`config.mk`:
```
export PLATFORM = sky130hd
export DESIGN_NAME = list_mean_range_normalizer
export DESIGN_NICKNAME = d
export VERILOG_FILES = /design/src/rtl/lmrn_pkg.sv /design/src/rtl/lmrn_store.sv /design/src/rtl/lmrn_divider.sv /design/src/rtl/list_mean_range_normalizer.sv
export SDC_FILE = /design/constraint.sdc
export NUM_CORES = 2
export LEC_CHECK = 0
export BUFFER_PORTS_ARGS = -buffer_cell sky130_fd_sc_hd__buf_4
export CORE_MARGIN = 2
export CORE_UTILIZATION = 58
export DETAILED_ROUTE_END_ITERATION = 10
export GPL_ROUTABILITY_DRIVEN = 0
export HOLD_SLACK_MARGIN = 0.1
export PLACE_DENSITY = 0.84
export SYNTH_ARGS = -nofsm -noshare
export SYNTH_HDL_FRONTEND = slang
export SYNTH_SLANG_ARGS = --single-unit
export TNS_END_PERCENT = 30
```
`constraint.sdc`:
```
create_clock -name clock -period 6.9 [get_ports clock]
set_input_delay 0.69 -clock clock [delete_from_list [all_inputs] [get_ports clock]]
set_output_delay 0.69 -clock clock [all_outputs]
set_load 0.01 [all_outputs]
```
`src/rtl/lmrn_pkg.sv`:
```
// Shared types and constants of the list mean/range normalizer.
// Used by every module of the block; depends on nothing.
package lmrn_pkg;

   // Capacity of the list and width of one sample.
   localparam int MAX_LEN     = 64;
   localparam int SAMPLE_BITS = 16;

   // Derived widths.
   localparam int ADDR_W = (MAX_LEN > 1) ? $clog2(MAX_LEN) : 1;
   localparam int CNT_W  = $clog2(MAX_LEN + 1);
   localparam int SUM_W  = SAMPLE_BITS + ADDR_W + 1;
   localparam int DEV_W  = SAMPLE_BITS + ADDR_W;
   localparam int NUM_W  = DEV_W + 1;

   // Result format: unsigned Q0.16, quotient carries one guard bit for saturation.
   localparam int NORM_W     = 16;
   localparam int QUOT_W     = NORM_W + 1;
   localparam int FRAC_SHIFT = NORM_W - 1;
   localparam int STEP_W     = $clog2(QUOT_W);

   localparam logic [NORM_W-1:0] NORM_MID = NORM_W'(1) << (NORM_W - 1);

   // Request codes.
   localparam logic REQ_PUSH   = 1'b0;
   localparam logic REQ_REPLAY = 1'b1;

   typedef struct packed {
      logic                          req_type;
      logic signed [SAMPLE_BITS-1:0] sample;
      logic                          last_flag;
   } req_payload_type;

   typedef struct packed {
      logic [NORM_W-1:0] norm_value;
      logic              end_of_run;
      logic              flat;
      logic              overflow;
   } rsp_payload_type;

   typedef struct packed {
      logic             start;
      logic [NUM_W-1:0] dividend;
      logic [DEV_W-1:0] divisor;
   } div_req_type;

   typedef struct packed {
      logic              done;
      logic [QUOT_W-1:0] quotient;
   } div_rsp_type;

endpackage

```
`src/rtl/lmrn_store.sv`:
```
// Sample store of the list mean/range normalizer: one write port, one registered read.
// Depends on lmrn_pkg for the capacity and sample width.
module lmrn_store (
   input  logic                                 clock,
   input  logic                                 wr_en,
   input  logic [lmrn_pkg::ADDR_W-1:0]          wr_addr,
   input  logic [lmrn_pkg::SAMPLE_BITS-1:0]     wr_data,
   input  logic [lmrn_pkg::ADDR_W-1:0]          rd_addr,
   output logic [lmrn_pkg::SAMPLE_BITS-1:0]     rd_data
);

   logic [lmrn_pkg::SAMPLE_BITS-1:0] store_ff [lmrn_pkg::MAX_LEN];
   logic [lmrn_pkg::SAMPLE_BITS-1:0] rd_data_ff;

   always_ff @(posedge clock) begin
      if (wr_en) begin
         store_ff[wr_addr] <= wr_data;
      end
      rd_data_ff <= store_ff[rd_addr];
   end

   assign rd_data = rd_data_ff;

endmodule

```
`src/rtl/lmrn_divider.sv`:
```
// Serial restoring divider of the list mean/range normalizer, one quotient bit a cycle.
// Depends on lmrn_pkg for the operand widths and the request/response structs.
module lmrn_divider (
   input  logic                      clock,
   input  logic                      reset,
   input  lmrn_pkg::div_req_type     div_req,
   output lmrn_pkg::div_rsp_type     div_rsp
);

   localparam int EXT_W = lmrn_pkg::NUM_W + lmrn_pkg::FRAC_SHIFT;
   localparam int HI_W  = EXT_W - lmrn_pkg::QUOT_W;

   logic                              busy_ff, busy_in;
   logic                              done_ff, done_in;
   logic [lmrn_pkg::STEP_W-1:0]       step_ff, step_in;
   logic [lmrn_pkg::DEV_W-1:0]        rem_ff, rem_in;
   logic [lmrn_pkg::DEV_W-1:0]        divisor_ff, divisor_in;
   logic [lmrn_pkg::QUOT_W-1:0]       low_ff, low_in;
   logic [lmrn_pkg::QUOT_W-1:0]       quot_ff, quot_in;

   logic [EXT_W-1:0]                  dividend_ext;
   logic [lmrn_pkg::DEV_W:0]          trial;
   logic [lmrn_pkg::DEV_W:0]          diff;
   logic                              fits;

   // The quotient is known to fit QUOT_W bits, so the high part of the shifted
   // dividend is already below the divisor and seeds the remainder.
   assign dividend_ext = {div_req.dividend, {lmrn_pkg::FRAC_SHIFT{1'b0}}};
   assign trial        = {rem_ff, low_ff[lmrn_pkg::QUOT_W-1]};
   assign diff         = trial - {1'b0, divisor_ff};
   assign fits         = (trial >= {1'b0, divisor_ff});

   always_comb begin
      busy_in    = busy_ff;
      done_in    = 1'b0;
      step_in    = step_ff;
      rem_in     = rem_ff;
      divisor_in = divisor_ff;
      low_in     = low_ff;
      quot_in    = quot_ff;
      if (div_req.start && !busy_ff) begin
         busy_in    = 1'b1;
         step_in    = '0;
         rem_in     = lmrn_pkg::DEV_W'(dividend_ext[EXT_W-1 -: HI_W]);
         low_in     = dividend_ext[lmrn_pkg::QUOT_W-1:0];
         divisor_in = div_req.divisor;
         quot_in    = '0;
      end else if (busy_ff) begin
         rem_in  = fits ? diff[lmrn_pkg::DEV_W-1:0] : trial[lmrn_pkg::DEV_W-1:0];
         low_in  = {low_ff[lmrn_pkg::QUOT_W-2:0], 1'b0};
         quot_in = {quot_ff[lmrn_pkg::QUOT_W-2:0], fits};
         step_in = step_ff + lmrn_pkg::STEP_W'(1);
         if (step_ff == lmrn_pkg::STEP_W'(lmrn_pkg::QUOT_W - 1)) begin
            busy_in = 1'b0;
            done_in = 1'b1;
         end
      end
   end

   always_ff @(posedge clock) begin
      if (reset) begin
         busy_ff <= 1'b0;
         done_ff <= 1'b0;
         step_ff <= '0;
      end else begin
         busy_ff <= busy_in;
         done_ff <= done_in;
         step_ff <= step_in;
      end
      rem_ff     <= rem_in;
      divisor_ff <= divisor_in;
      low_ff     <= low_in;
      quot_ff    <= quot_in;
   end

   assign div_rsp.done     = done_ff;
   assign div_rsp.quotient = quot_ff;

endmodule

```
`src/rtl/list_mean_range_normalizer.sv`:
```
// Top level of the list mean/range normalizer: load sequencer, shared multiplier,
// result register. Depends on lmrn_pkg, lmrn_store and lmrn_divider.
//
//   channel   | ports                          | transfer
//   ----------+--------------------------------+------------------------------------
//   request   | start, busy, req_data          | edge with start high and busy low
//   response  | rsp_strobe, rsp_data           | every cycle with rsp_strobe high
//
// A push that does not close a list leaves busy low.
// A closing push or a replay passes S_MUL_HI, S_MUL_LO and S_DEV for the
// deviation, then per element S_READ, S_MUL_X and S_NUM for fetch, multiply and
// numerator, and S_DIV (divider, one quotient bit a cycle) unless the list is flat.
// Synchronous reset returns to idle with no list; the store needs no clearing.
// The receiver cannot stall: each result is shown for exactly one cycle.
module list_mean_range_normalizer (
   input  logic                        clock,
   input  logic                        reset,
   input  logic                        start,
   output logic                        busy,
   input  lmrn_pkg::req_payload_type   req_data,
   output logic                        rsp_strobe,
   output lmrn_pkg::rsp_payload_type   rsp_data
);

   localparam int SB = lmrn_pkg::SAMPLE_BITS;
   localparam int SW = lmrn_pkg::SUM_W;

   // Sequencer states, one-hot.
   typedef enum logic [7:0] {
      S_IDLE   = 8'b0000_0001,
      S_MUL_HI = 8'b0000_0010,
      S_MUL_LO = 8'b0000_0100,
      S_DEV    = 8'b0000_1000,
      S_READ   = 8'b0001_0000,
      S_MUL_X  = 8'b0010_0000,
      S_NUM    = 8'b0100_0000,
      S_DIV    = 8'b1000_0000
   } seq_state_type;

   localparam logic signed [SB-1:0] SAMPLE_MAX = {1'b0, {(SB-1){1'b1}}};
   localparam logic signed [SB-1:0] SAMPLE_MIN = {1'b1, {(SB-1){1'b0}}};

   seq_state_type                       state_ff, state_in;
   logic [lmrn_pkg::CNT_W-1:0]          load_count_ff, load_count_in;
   logic [lmrn_pkg::CNT_W-1:0]          list_length_ff, list_length_in;
   logic signed [SW-1:0]                sum_ff, sum_in;
   logic signed [SB-1:0]                min_ff, min_in;
   logic signed [SB-1:0]                max_ff, max_in;
   logic                                ovf_seen_ff, ovf_seen_in;
   logic                                list_ovf_ff, list_ovf_in;
   logic signed [SW-1:0]                prod_ff, prod_in;
   logic signed [SW-1:0]                dhi_ff, dhi_in;
   logic [lmrn_pkg::DEV_W-1:0]          dev_ff, dev_in;
   logic                                flat_ff, flat_in;
   logic [lmrn_pkg::ADDR_W-1:0]         idx_ff, idx_in;
   logic                                rsp_strobe_ff, rsp_strobe_in;
   lmrn_pkg::rsp_payload_type           rsp_data_ff, rsp_data_in;

   logic                                accept;
   logic                                has_room;
   logic signed [SW-1:0]                base_sum;
   logic signed [SB-1:0]                base_min;
   logic signed [SB-1:0]                base_max;
   logic                                base_ovf;
   logic signed [SB-1:0]                rd_sample;
   logic [SB-1:0]                       rd_data;
   logic signed [SB-1:0]                mul_op;
   logic signed [lmrn_pkg::CNT_W+SB:0]  mul_full;
   logic signed [SW-1:0]                dlo;
   logic signed [SW-1:0]                dev_sel;
   logic signed [SW+1:0]                num_wide;
   logic                                last_elem;
   logic                                wr_en;
   lmrn_pkg::div_req_type               div_req;
   lmrn_pkg::div_rsp_type               div_rsp;

   assign accept   = start && (state_ff == S_IDLE);
   assign has_room = (load_count_ff < lmrn_pkg::CNT_W'(lmrn_pkg::MAX_LEN));

   // The first push of a list starts from empty statistics.
   assign base_sum = (load_count_ff == '0) ? '0 : sum_ff;
   assign base_min = (load_count_ff == '0) ? SAMPLE_MAX : min_ff;
   assign base_max = (load_count_ff == '0) ? SAMPLE_MIN : max_ff;
   assign base_ovf = (load_count_ff == '0) ? 1'b0 : ovf_seen_ff;

   assign wr_en = accept && (req_data.req_type == lmrn_pkg::REQ_PUSH) && has_room;

   lmrn_store u_store (
      .clock   (clock),
      .wr_en   (wr_en),
      .wr_addr (load_count_ff[lmrn_pkg::ADDR_W-1:0]),
      .wr_data (req_data.sample),
      .rd_addr (idx_ff),
      .rd_data (rd_data)
   );

   assign rd_sample = $signed(rd_data);

   // One multiplier by the list length serves the maximum, the minimum and
   // every stored element in turn.
   always_comb begin
      case (state_ff)
         S_MUL_HI: mul_op = max_ff;
         S_MUL_LO: mul_op = min_ff;
         default:  mul_op = rd_sample;
      endcase
   end

   assign mul_full = $signed({1'b0, list_length_ff}) * mul_op;

   assign dlo     = sum_ff - prod_ff;
   assign dev_sel = (dhi_ff > dlo) ? dhi_ff : dlo;

   // Numerator dev + n*x - sum never goes negative and never exceeds 2*dev.
   assign num_wide = $signed({{(SW+2-lmrn_pkg::DEV_W){1'b0}}, dev_ff})
                   + $signed({{2{prod_ff[SW-1]}}, prod_ff})
                   - $signed({{2{sum_ff[SW-1]}}, sum_ff});

   assign last_elem = ((lmrn_pkg::CNT_W'(idx_ff) + lmrn_pkg::CNT_W'(1)) == list_length_ff);

   assign div_req.start    = (state_ff == S_NUM) && !flat_ff;
   assign div_req.dividend = num_wide[lmrn_pkg::NUM_W-1:0];
   assign div_req.divisor  = dev_ff;

   lmrn_divider u_divider (
      .clock   (clock),
      .reset   (reset),
      .div_req (div_req),
      .div_rsp (div_rsp)
   );

   always_comb begin
      state_in       = state_ff;
      load_count_in  = load_count_ff;
      list_length_in = list_length_ff;
      sum_in         = sum_ff;
      min_in         = min_ff;
      max_in         = max_ff;
      ovf_seen_in    = ovf_seen_ff;
      list_ovf_in    = list_ovf_ff;
      prod_in        = prod_ff;
      dhi_in         = dhi_ff;
      dev_in         = dev_ff;
      flat_in        = flat_ff;
      idx_in         = idx_ff;
      rsp_strobe_in  = 1'b0;
      rsp_data_in    = rsp_data_ff;

      unique case (state_ff)
         S_IDLE: begin
            if (accept) begin
               if (req_data.req_type == lmrn_pkg::REQ_PUSH) begin
                  sum_in      = base_sum;
                  min_in      = base_min;
                  max_in      = base_max;
                  ovf_seen_in = base_ovf;
                  if (load_count_ff == '0) begin
                     list_length_in = '0;
                  end
                  if (has_room) begin
                     sum_in        = base_sum + $signed({{(SW-SB){req_data.sample[SB-1]}},
                                                         req_data.sample});
                     min_in        = (req_data.sample < base_min) ? req_data.sample : base_min;
                     max_in        = (req_data.sample > base_max) ? req_data.sample : base_max;
                     load_count_in = load_count_ff + lmrn_pkg::CNT_W'(1);
                  end else begin
                     ovf_seen_in = 1'b1;
                  end
                  if (req_data.last_flag) begin
                     list_length_in = has_room ? (load_count_ff + lmrn_pkg::CNT_W'(1))
                                               : load_count_ff;
                     list_ovf_in    = has_room ? base_ovf : 1'b1;
                     load_count_in  = '0;
                     state_in       = S_MUL_HI;
                  end
               end else if ((load_count_ff == '0) && (list_length_ff != '0)) begin
                  state_in = S_MUL_HI;
               end
            end
         end
         S_MUL_HI: begin
            prod_in  = mul_full[SW-1:0];
            state_in = S_MUL_LO;
         end
         S_MUL_LO: begin
            dhi_in   = prod_ff - sum_ff;
            prod_in  = mul_full[SW-1:0];
            state_in = S_DEV;
         end
         S_DEV: begin
            dev_in   = dev_sel[lmrn_pkg::DEV_W-1:0];
            flat_in  = (dev_sel == '0);
            idx_in   = '0;
            state_in = S_READ;
         end
         S_READ: begin
            state_in = S_MUL_X;
         end
         S_MUL_X: begin
            prod_in  = mul_full[SW-1:0];
            state_in = S_NUM;
         end
         S_NUM: begin
            if (flat_ff) begin
               rsp_strobe_in          = 1'b1;
               rsp_data_in.norm_value = lmrn_pkg::NORM_MID;
               rsp_data_in.end_of_run = last_elem;
               rsp_data_in.flat       = 1'b1;
               rsp_data_in.overflow   = list_ovf_ff;
               idx_in                 = idx_ff + lmrn_pkg::ADDR_W'(1);
               state_in               = last_elem ? S_IDLE : S_READ;
            end else begin
               state_in = S_DIV;
            end
         end
         S_DIV: begin
            if (div_rsp.done) begin
               rsp_strobe_in          = 1'b1;
               // A quotient of exactly one full scale saturates.
               rsp_data_in.norm_value = div_rsp.quotient[lmrn_pkg::QUOT_W-1]
                                      ? '1 : div_rsp.quotient[lmrn_pkg::NORM_W-1:0];
               rsp_data_in.end_of_run = last_elem;
               rsp_data_in.flat       = 1'b0;
               rsp_data_in.overflow   = list_ovf_ff;
               idx_in                 = idx_ff + lmrn_pkg::ADDR_W'(1);
               state_in               = last_elem ? S_IDLE : S_READ;
            end
         end
         default: begin
            state_in = S_IDLE;
         end
      endcase
   end

   always_ff @(posedge clock) begin
      if (reset) begin
         state_ff       <= S_IDLE;
         load_count_ff  <= '0;
         list_length_ff <= '0;
         sum_ff         <= '0;
         min_ff         <= SAMPLE_MAX;
         max_ff         <= SAMPLE_MIN;
         ovf_seen_ff    <= 1'b0;
         list_ovf_ff    <= 1'b0;
         rsp_strobe_ff  <= 1'b0;
      end else begin
         state_ff       <= state_in;
         load_count_ff  <= load_count_in;
         list_length_ff <= list_length_in;
         sum_ff         <= sum_in;
         min_ff         <= min_in;
         max_ff         <= max_in;
         ovf_seen_ff    <= ovf_seen_in;
         list_ovf_ff    <= list_ovf_in;
         rsp_strobe_ff  <= rsp_strobe_in;
      end
      prod_ff     <= prod_in;
      dhi_ff      <= dhi_in;
      dev_ff      <= dev_in;
      flat_ff     <= flat_in;
      idx_ff      <= idx_in;
      rsp_data_ff <= rsp_data_in;
   end

   assign busy       = (state_ff != S_IDLE);
   assign rsp_strobe = rsp_strobe_ff;
   assign rsp_data   = rsp_data_ff;

endmodule

```
======== After elaboration in Yosys (flattened, before gate mapping) ========
Memories as Yosys holds them, arrays and structs flattened. A register that Yosys moved wholly into a read port is not among the register bits.
Index checks and enable logic that the tools add are counted.
storage, ports and cells
  flip-flop bits (word level) ............. 244
  memory bits (writable) .................. 1,024
  word-level logic and storage cells ...... 130
  memories kept ........................... 1
  output and inout port bits .............. 21
memory list
  memory            depth  bits a word  rd ports  clocked after memory_dff  write ports  line              RTL
  u_store.store_ff  64     16           1         1                         1            lmrn_store.sv:12  logic [lmrn_pkg::SAMPLE_BITS-1:0] store_ff [lmrn_pkg::MAX_LEN];
cells by class
  reduce and logical (&&, ||, !) cells .... 24
  add/sub/neg operators ................... 10
  bitwise operators ....................... 2
  equality and inequality tests ........... 16
  $lt $le $gt $ge ......................... 5
  multiplexer cells ....................... 45
  multipliers ............................. 1
operator list
  operator           number
  $mux W16           7
  $mux W23           3
  $sub A23 B23 Y23   3
  $pmux W8 S8        1
  $mux W8            6
  $mux W21           2
  $mux W19           2
  $pmux W19 S2       1
  $mux W17           2
  $pmux W16 S2       1
  $mux W7            4
  $add A23 B16 Y23   1
  $add A23 B23 Y23   1
  $ge A23 B22 Y1     1
  $gt A23 B23 Y1     1
  $logic_not A23 Y1  1
  $mul A8 B16 Y23    1
  $mux W22           1
  $sub A22 B22 Y22   1
  $pmux W6 S3        1
  $gt A16 B16 Y1     1
  $lt A16 B16 Y1     1
  $mux W6            2
  $reduce_and A4 Y1  3
  33 further kinds   55

======== Logic depth before layout (Yosys ltp) ========
  depth in word-level cells ............... 6
  mapped depth ............................ 27
  mapped depth without buffers ............ 26

======== By module ========
A second synthesis with hierarchy kept.
unflattened totals
  cell total of the unflattened synthesis .. 4,297
  area total of the unflattened synthesis .. 61,596.6 µm²
by module, submodules not included
  module                      sequential area each (µm²)  area an instance (µm²)  cells an instance  instances
  lmrn_store                  31,069.8                    40,042.2                1,829              1
  list_mean_range_normalizer  4,424.2                     17,538.1                2,057              1
  lmrn_divider                1,851.8                     4,016.4                 411                1

======== Worst setup path before layout ========
OpenSTA, ideal clock, no wires.
  path type ............................... flip-flop to flip-flop
  start point ............................. register state_ff[7]
  end point ............................... register prod_ff[22], data pin
  arrival ................................. 6.670 ns
  slack ................................... -0.038 ns
  stages on the path, launching flop included .. 24
  buffers on the path ..................... 2
  period minus slack after synthesis ...... 6.938 ns
  cell sequence ........................... dfxtp_1 nor4_1 and4b_1 clkbuf_1 clkbuf_1 a22oi_1 nand2_1 nand2_1 fa_1 inv_1 fa_1 fa_1 inv_1 fa_1 inv_1 ha_1 or3_1 o2111ai_1 a21oi_1 o311ai_0 a21boi_0 o21a_1 o41ai_1 xnor2_1
between the ends
  cells in the longest elaborated chain, start to end .. 3
  elaborated cells between the ends (all ways) .. 4
ends and longest elaborated chain
  element                                              line                               RTL
  start: declaration                                   list_mean_range_normalizer.sv:43   seq_state_type state_ff, state_in;
  start signal: assignment                             list_mean_range_normalizer.sv:247  state_ff <= state_in;
  $eq A8 B3 Y1 / $eq A8 B2 Y1 (equally long branches)  list_mean_range_normalizer.sv:102  case (state_ff)
  $pmux W16 S2 (*)                                     list_mean_range_normalizer.sv:102
  $mul A8 B16 Y23 (*)                                  list_mean_range_normalizer.sv:109  assign mul_full = $signed({1'b0, list_length_ff}) * mul_op;
  via mul_full (one bit)                               list_mean_range_normalizer.sv:68   logic signed [lmrn_pkg::CNT_W+SB:0] mul_full;
  end signal: assignment                               list_mean_range_normalizer.sv:257  prod_ff <= prod_in;
  end: declaration                                     list_mean_range_normalizer.sv:51   logic signed [SW-1:0] prod_ff, prod_in;
Mark *: on every way through the listed nets, which the timed path passes. The rest lies on a longest branch.
A chain may end at the register's enable or synchronous reset.

======== Worst setup path after layout ========
  start point ............................. register state_ff[3]
  end point ............................... register prod_ff[22], data pin
Same word-level chain as after synthesis.

==> insert_results.sql <==
INSERT INTO impl_metrics (metric_group, metric, value, unit) VALUES
('outcome', 'outcome', 'complete, no violations', ''),
('place', 'placed_cell_area', '63200', 'µm²'),
('sta', 'max_slew_margin', '0.148', ''),
('sta', 'final_critical_path_setup_slack', '215', 'ps'),
('worst_setup_path', 'startpoint', 'state_ff[3]$_SDFFE_PP0P_', ''),
('worst_setup_path', 'timing.critical_path.required', '7360', 'ps'),
('floorplanning', 'num_rows', '118', ''),
('sta', 'layout_worst_path_cycle_share', '0.969', ''),
('worst_setup_path', 'timing.critical_path.cells', 'nor2_1 > nand2_1 > or3_1 > nor3b_2 > buf_6 > a22oi_1 > nand2_1 > nand2_1 > fa_1 > inv_1 > fa_1 > fa_1 > inv_1 > fa_1 > inv_1 > ha_1 > or3_1 > o2111ai_1 > a21oi_1 > o311ai_2 > a21boi_0 > o21a_1 > o41ai_1 > xnor2_1', ''),
('worst_setup_path', 'r2r_setup_slack', '210', 'ps'),
('power', 'total_leakage_power', '24.2', 'nW'),
('routing', 'vias', '36481', ''),
('global_routing', 'grt_start_max_net_pins', '139', ''),
('global_routing', 'first_pass_grt_wire_length', '236000', 'µm'),
('power', 'power_frac_comb', '0.043', ''),
('sta', 'number_of_hold_violations_in_the_final_report', '0', ''),
('floorplanning', 'dieHeight', '328', 'µm'),
('clock_tree', 'clk-insertion-delay-late', '740', 'ps'),
('worst_setup_path', 'worstReg2RegStart', 'state_ff[3]$_SDFFE_PP0P_', ''),
('yosys', 'syn-num-nets', '4377', ''),
('cells_and_area', 'layout.cells.most_common', 'edfxtp_1', ''),
('worst_setup_path', 'critical_path.slowest_cell', 'fa_1', ''),
('cells_and_area', 'num-nets-final', '4477', ''),
('place', 'preCtsSetupSlack', '108', 'ps'),
('clock_tree', 'total_number_of_clock_tree_sinks', '1284', ''),
('global_routing', 'track_usage', '0.297', ''),
('worst_setup_path', 'critPathKind', 'reg2reg', ''),
('cells_and_area', 'areaGrowthSynthToFinish', '10.7', '%'),
('hold_path', 'hold-path-cell-count', '3', ''),
('sta', 'worst_clock_skew', '36.9', 'ps'),
('worst_setup_path', 'reg2regPathDepth', '24', ''),
('routing', 'drt-wirelength-per-cell', '28.3', 'µm'),
('clock_tree', 'cts_tree', 'yes', ''),
('routing', 'post_detailed_route_via_to_cell_ratio', '6.49', ''),
('cells_and_area', 'final_area', '67500', 'µm²'),
('clock_tree', 'htree_levels', '3', ''),
('routing', 'drt-pass1-iter-count', '7', ''),
('cells_and_area', 'final_cell_mix', 'edfxtp_1, mux4_2, inv_1', ''),
('routing', 'route.detailed.drc', '0', ''),
('floorplanning', 'start_util', '0.587', ''),
('yosys', 'syn-instance-count', '4031', ''),
('sta', 'timing.final.max_slew_violations', '0', ''),
('global_routing', 'number_of_global_route_vias_before_repair', '36618', ''),
('power', 'seqPwrFrac', '0.521', ''),
('hold_path', 'worstHoldEndpoint', 'load_count_ff[3]$_SDFFE_PP0P_', ''),
('power', 'power_density', '242', 'nW/µm²'),
('hold_path', 'min-delay-path-class', 'in2reg', ''),
('worst_setup_path', 'cp_max_fo', '17', ''),
('hold_path', 'hold_path.startpoint', 'req_data[0]', ''),
('sta', 'timing.fmax', '0.150', 'GHz'),
('run', 'max_cap_viol_count', '0', ''),
('clock_tree', 'root_buffer', 'clkbuf_16', ''),
('worst_setup_path', 'crit_path_end_kind', 'flip-flop', ''),
('clock_tree', 'hold_buffers', '0', ''),
('sta', 'setup_violations', '0', ''),
('place', 'io_buffers', '41', ''),
('routing', 'wirelength', '159000', 'µm'),
('place', 'detailedPlacementHpwl', '97700', 'µm'),
('yosys', 'synth_edf_count', '1163', ''),
('clock_tree', 'numCtsBuffers', '121', ''),
('yosys', 'cell_area_after_technology_mapping', '61000', 'µm²'),
('yosys', 'synth-seq-area-share', '0.612', ''),
('sta', 'finalSetupTns', '0', 'ps'),
('power', 'power.total', '16.4', 'mW'),
('cells_and_area', 'drive_above_1_share', '0.171', ''),
('clock_tree', 'cts-root-to-sink-buffers', '3', ''),
('worst_setup_path', 'cp_common_cell', 'fa_1', ''),
('worst_setup_path', 'worstReg2RegEnd', 'prod_ff[22]$_DFFE_PP_', ''),
('yosys', 'syn_area_per_cell', '15.1', 'µm²'),
('power', 'power_report.internal_total', '12.8', 'mW'),
('power', 'ir_drop', '336', 'µV');
## stage by stage
| stage | std cells | hold WS (ps) |
|---|---|---|
| 2_1_floorplan | 4031 | 409 |
| 3_3_place_gp | 5388 | 438 |
| 3_5_place_dp | 5388 | 438 |
| 4_1_cts | 5619 | 303 |
| 5_1_grt | 5619 | 332 |
| 6_report | 5621 | 343 |
## timing repair
action	CTS	global route
resized for setup	0	9
endpoints found under the setup margin	0	5
buffers inserted	0	0
## worst max-delay path, delay by kind of cell, from the launching register on
| family | cells | cell delay [ps] |
|---|---|---|
| AO/OA/AOI/OAI | 7 | 1560 |
| XOR/XNOR | 1 | 130 |
| adder cells (fa/ha/maj) | 5 | 2240 |
| buffers and inverters | 4 | 380 |
| flip-flops | 1 | 370 |
| AND/OR/NAND/NOR | 7 | 1750 |
## per-layer routing
layer	up-vias	routed length, µm	track usage
met3	487	14100	0.0556
met1	18306	55200	0.361
met5	-	43	0
met2	2258	80300	0.508
li1	15424	-	-
met4	6	9490	0.154
## cell type report
type	instances	area, µm²
Inverter	335	1260
Clock inverter	74	963
Fill cell	6815	36400
Clock buffer	157	3310
Multi-Input combinational cell	2239	21800
Antenna cell	2	5.00
Sequential cell	1284	37300
Tap cell	1380	1730
Timing Repair Buffer	150	1160
## synth_stat cells (5+ instances only)
cell | count | area (µm²)
a22oi_1 | 20 | 150
buf_2 | 15 | 75.1
mux4_2 | 336 | 7570
edfxtp_1 | 1163 | 34900
nor3_1 | 54 | 270
a211oi_1 | 26 | 195
clkbuf_1 | 126 | 473
or2_2 | 10 | 62.6
a31oi_1 | 12 | 75.1
nor2b_1 | 29 | 181
o21bai_1 | 12 | 90.1
and4_1 | 6 | 52.6
and2_1 | 93 | 582
a21o_1 | 50 | 375
nand2_1 | 234 | 878
fa_1 | 110 | 2200
mux2_1 | 5 | 56.3
and3_1 | 13 | 81.3
o211ai_1 | 14 | 105
xor2_1 | 43 | 377
a22o_1 | 20 | 175
dfxtp_1 | 121 | 2420
nor3b_1 | 9 | 67.6
o221ai_1 | 5 | 43.8
inv_1 | 334 | 1250
xnor2_1 | 82 | 718
o21a_1 | 28 | 210
nor4_1 | 18 | 113
o21ai_0 | 95 | 475
nand2b_1 | 24 | 150
nand3_1 | 46 | 230
buf_1 | 28 | 105
nand4_1 | 25 | 156
nand3b_1 | 6 | 45.0
a21boi_0 | 8 | 60.1
a221oi_1 | 5 | 43.8
or3_1 | 20 | 125
nor2_1 | 292 | 1100
a2111oi_0 | 5 | 43.8
or4_1 | 9 | 67.6
mux2i_1 | 43 | 430
ha_1 | 215 | 2690
o31ai_1 | 12 | 90.1
a21oi_1 | 135 | 676
## flip-flops by register name, summed over array words and instances (netlist names), 8 cells and up
register	cells
min_ff	16
u_divider.rem_ff	22
max_ff	16
state_ff	8
u_store.rd_data	16
dhi_ff	23
u_divider.divisor_ff	22
rsp_data	19
dev_ff	22
u_divider.quot_ff	17
sum_ff	23
u_store.store_ff	1024
prod_ff	23
## cells by family (layout without fill, tap and decap cells)
logic type | count (synthesis) | count (layout) | share of synthesized area
buffers and inverters | 508 | 716 | 0.0319
adders and majority gates | 326 | 326 | 0.0803
DFF | 1284 | 1284 | 0.612
muxes | 388 | 388 | 0.133
and+or+nand+nor | 902 | 902 | 0.0707
xor gates and xnor gates | 126 | 126 | 0.0182
AOI/OAI and AO/OA | 497 | 497 | 0.0541
other | 0 | 2 | 0
## power groups by stage
| stage | clock, mW | combinational (mW) | sequential (mW) |
|---|---|---|---|
| 6_report | 7.12 | 0.703 | 8.53 |
| 5_1_grt | 7.44 | 0.768 | 8.53 |
| 4_1_cts | 7.18 | 0.691 | 8.53 |
| 3_5_place_dp | 0 | 0.683 | 8.69 |
| 3_3_place_gp | 0 | 0.656 | 8.69 |
| 2_1_floorplan | 0 | 0.429 | 8.68 |
## worst max-delay path by stage
stage	cells past startpoint	slack [ps]	end
6_report	24	210	prod_ff[22]$_DFFE_PP_
5_1_grt	24	-50	prod_ff[22]$_DFFE_PP_
4_1_cts	24	70	prod_ff[22]$_DFFE_PP_
3_5_place_dp	24	110	prod_ff[22]$_DFFE_PP_
3_3_place_gp	24	250	prod_ff[22]$_DFFE_PP_
2_1_floorplan	23	390	prod_ff[22]$_DFFE_PP_
(Power assumes the default switching activity.)
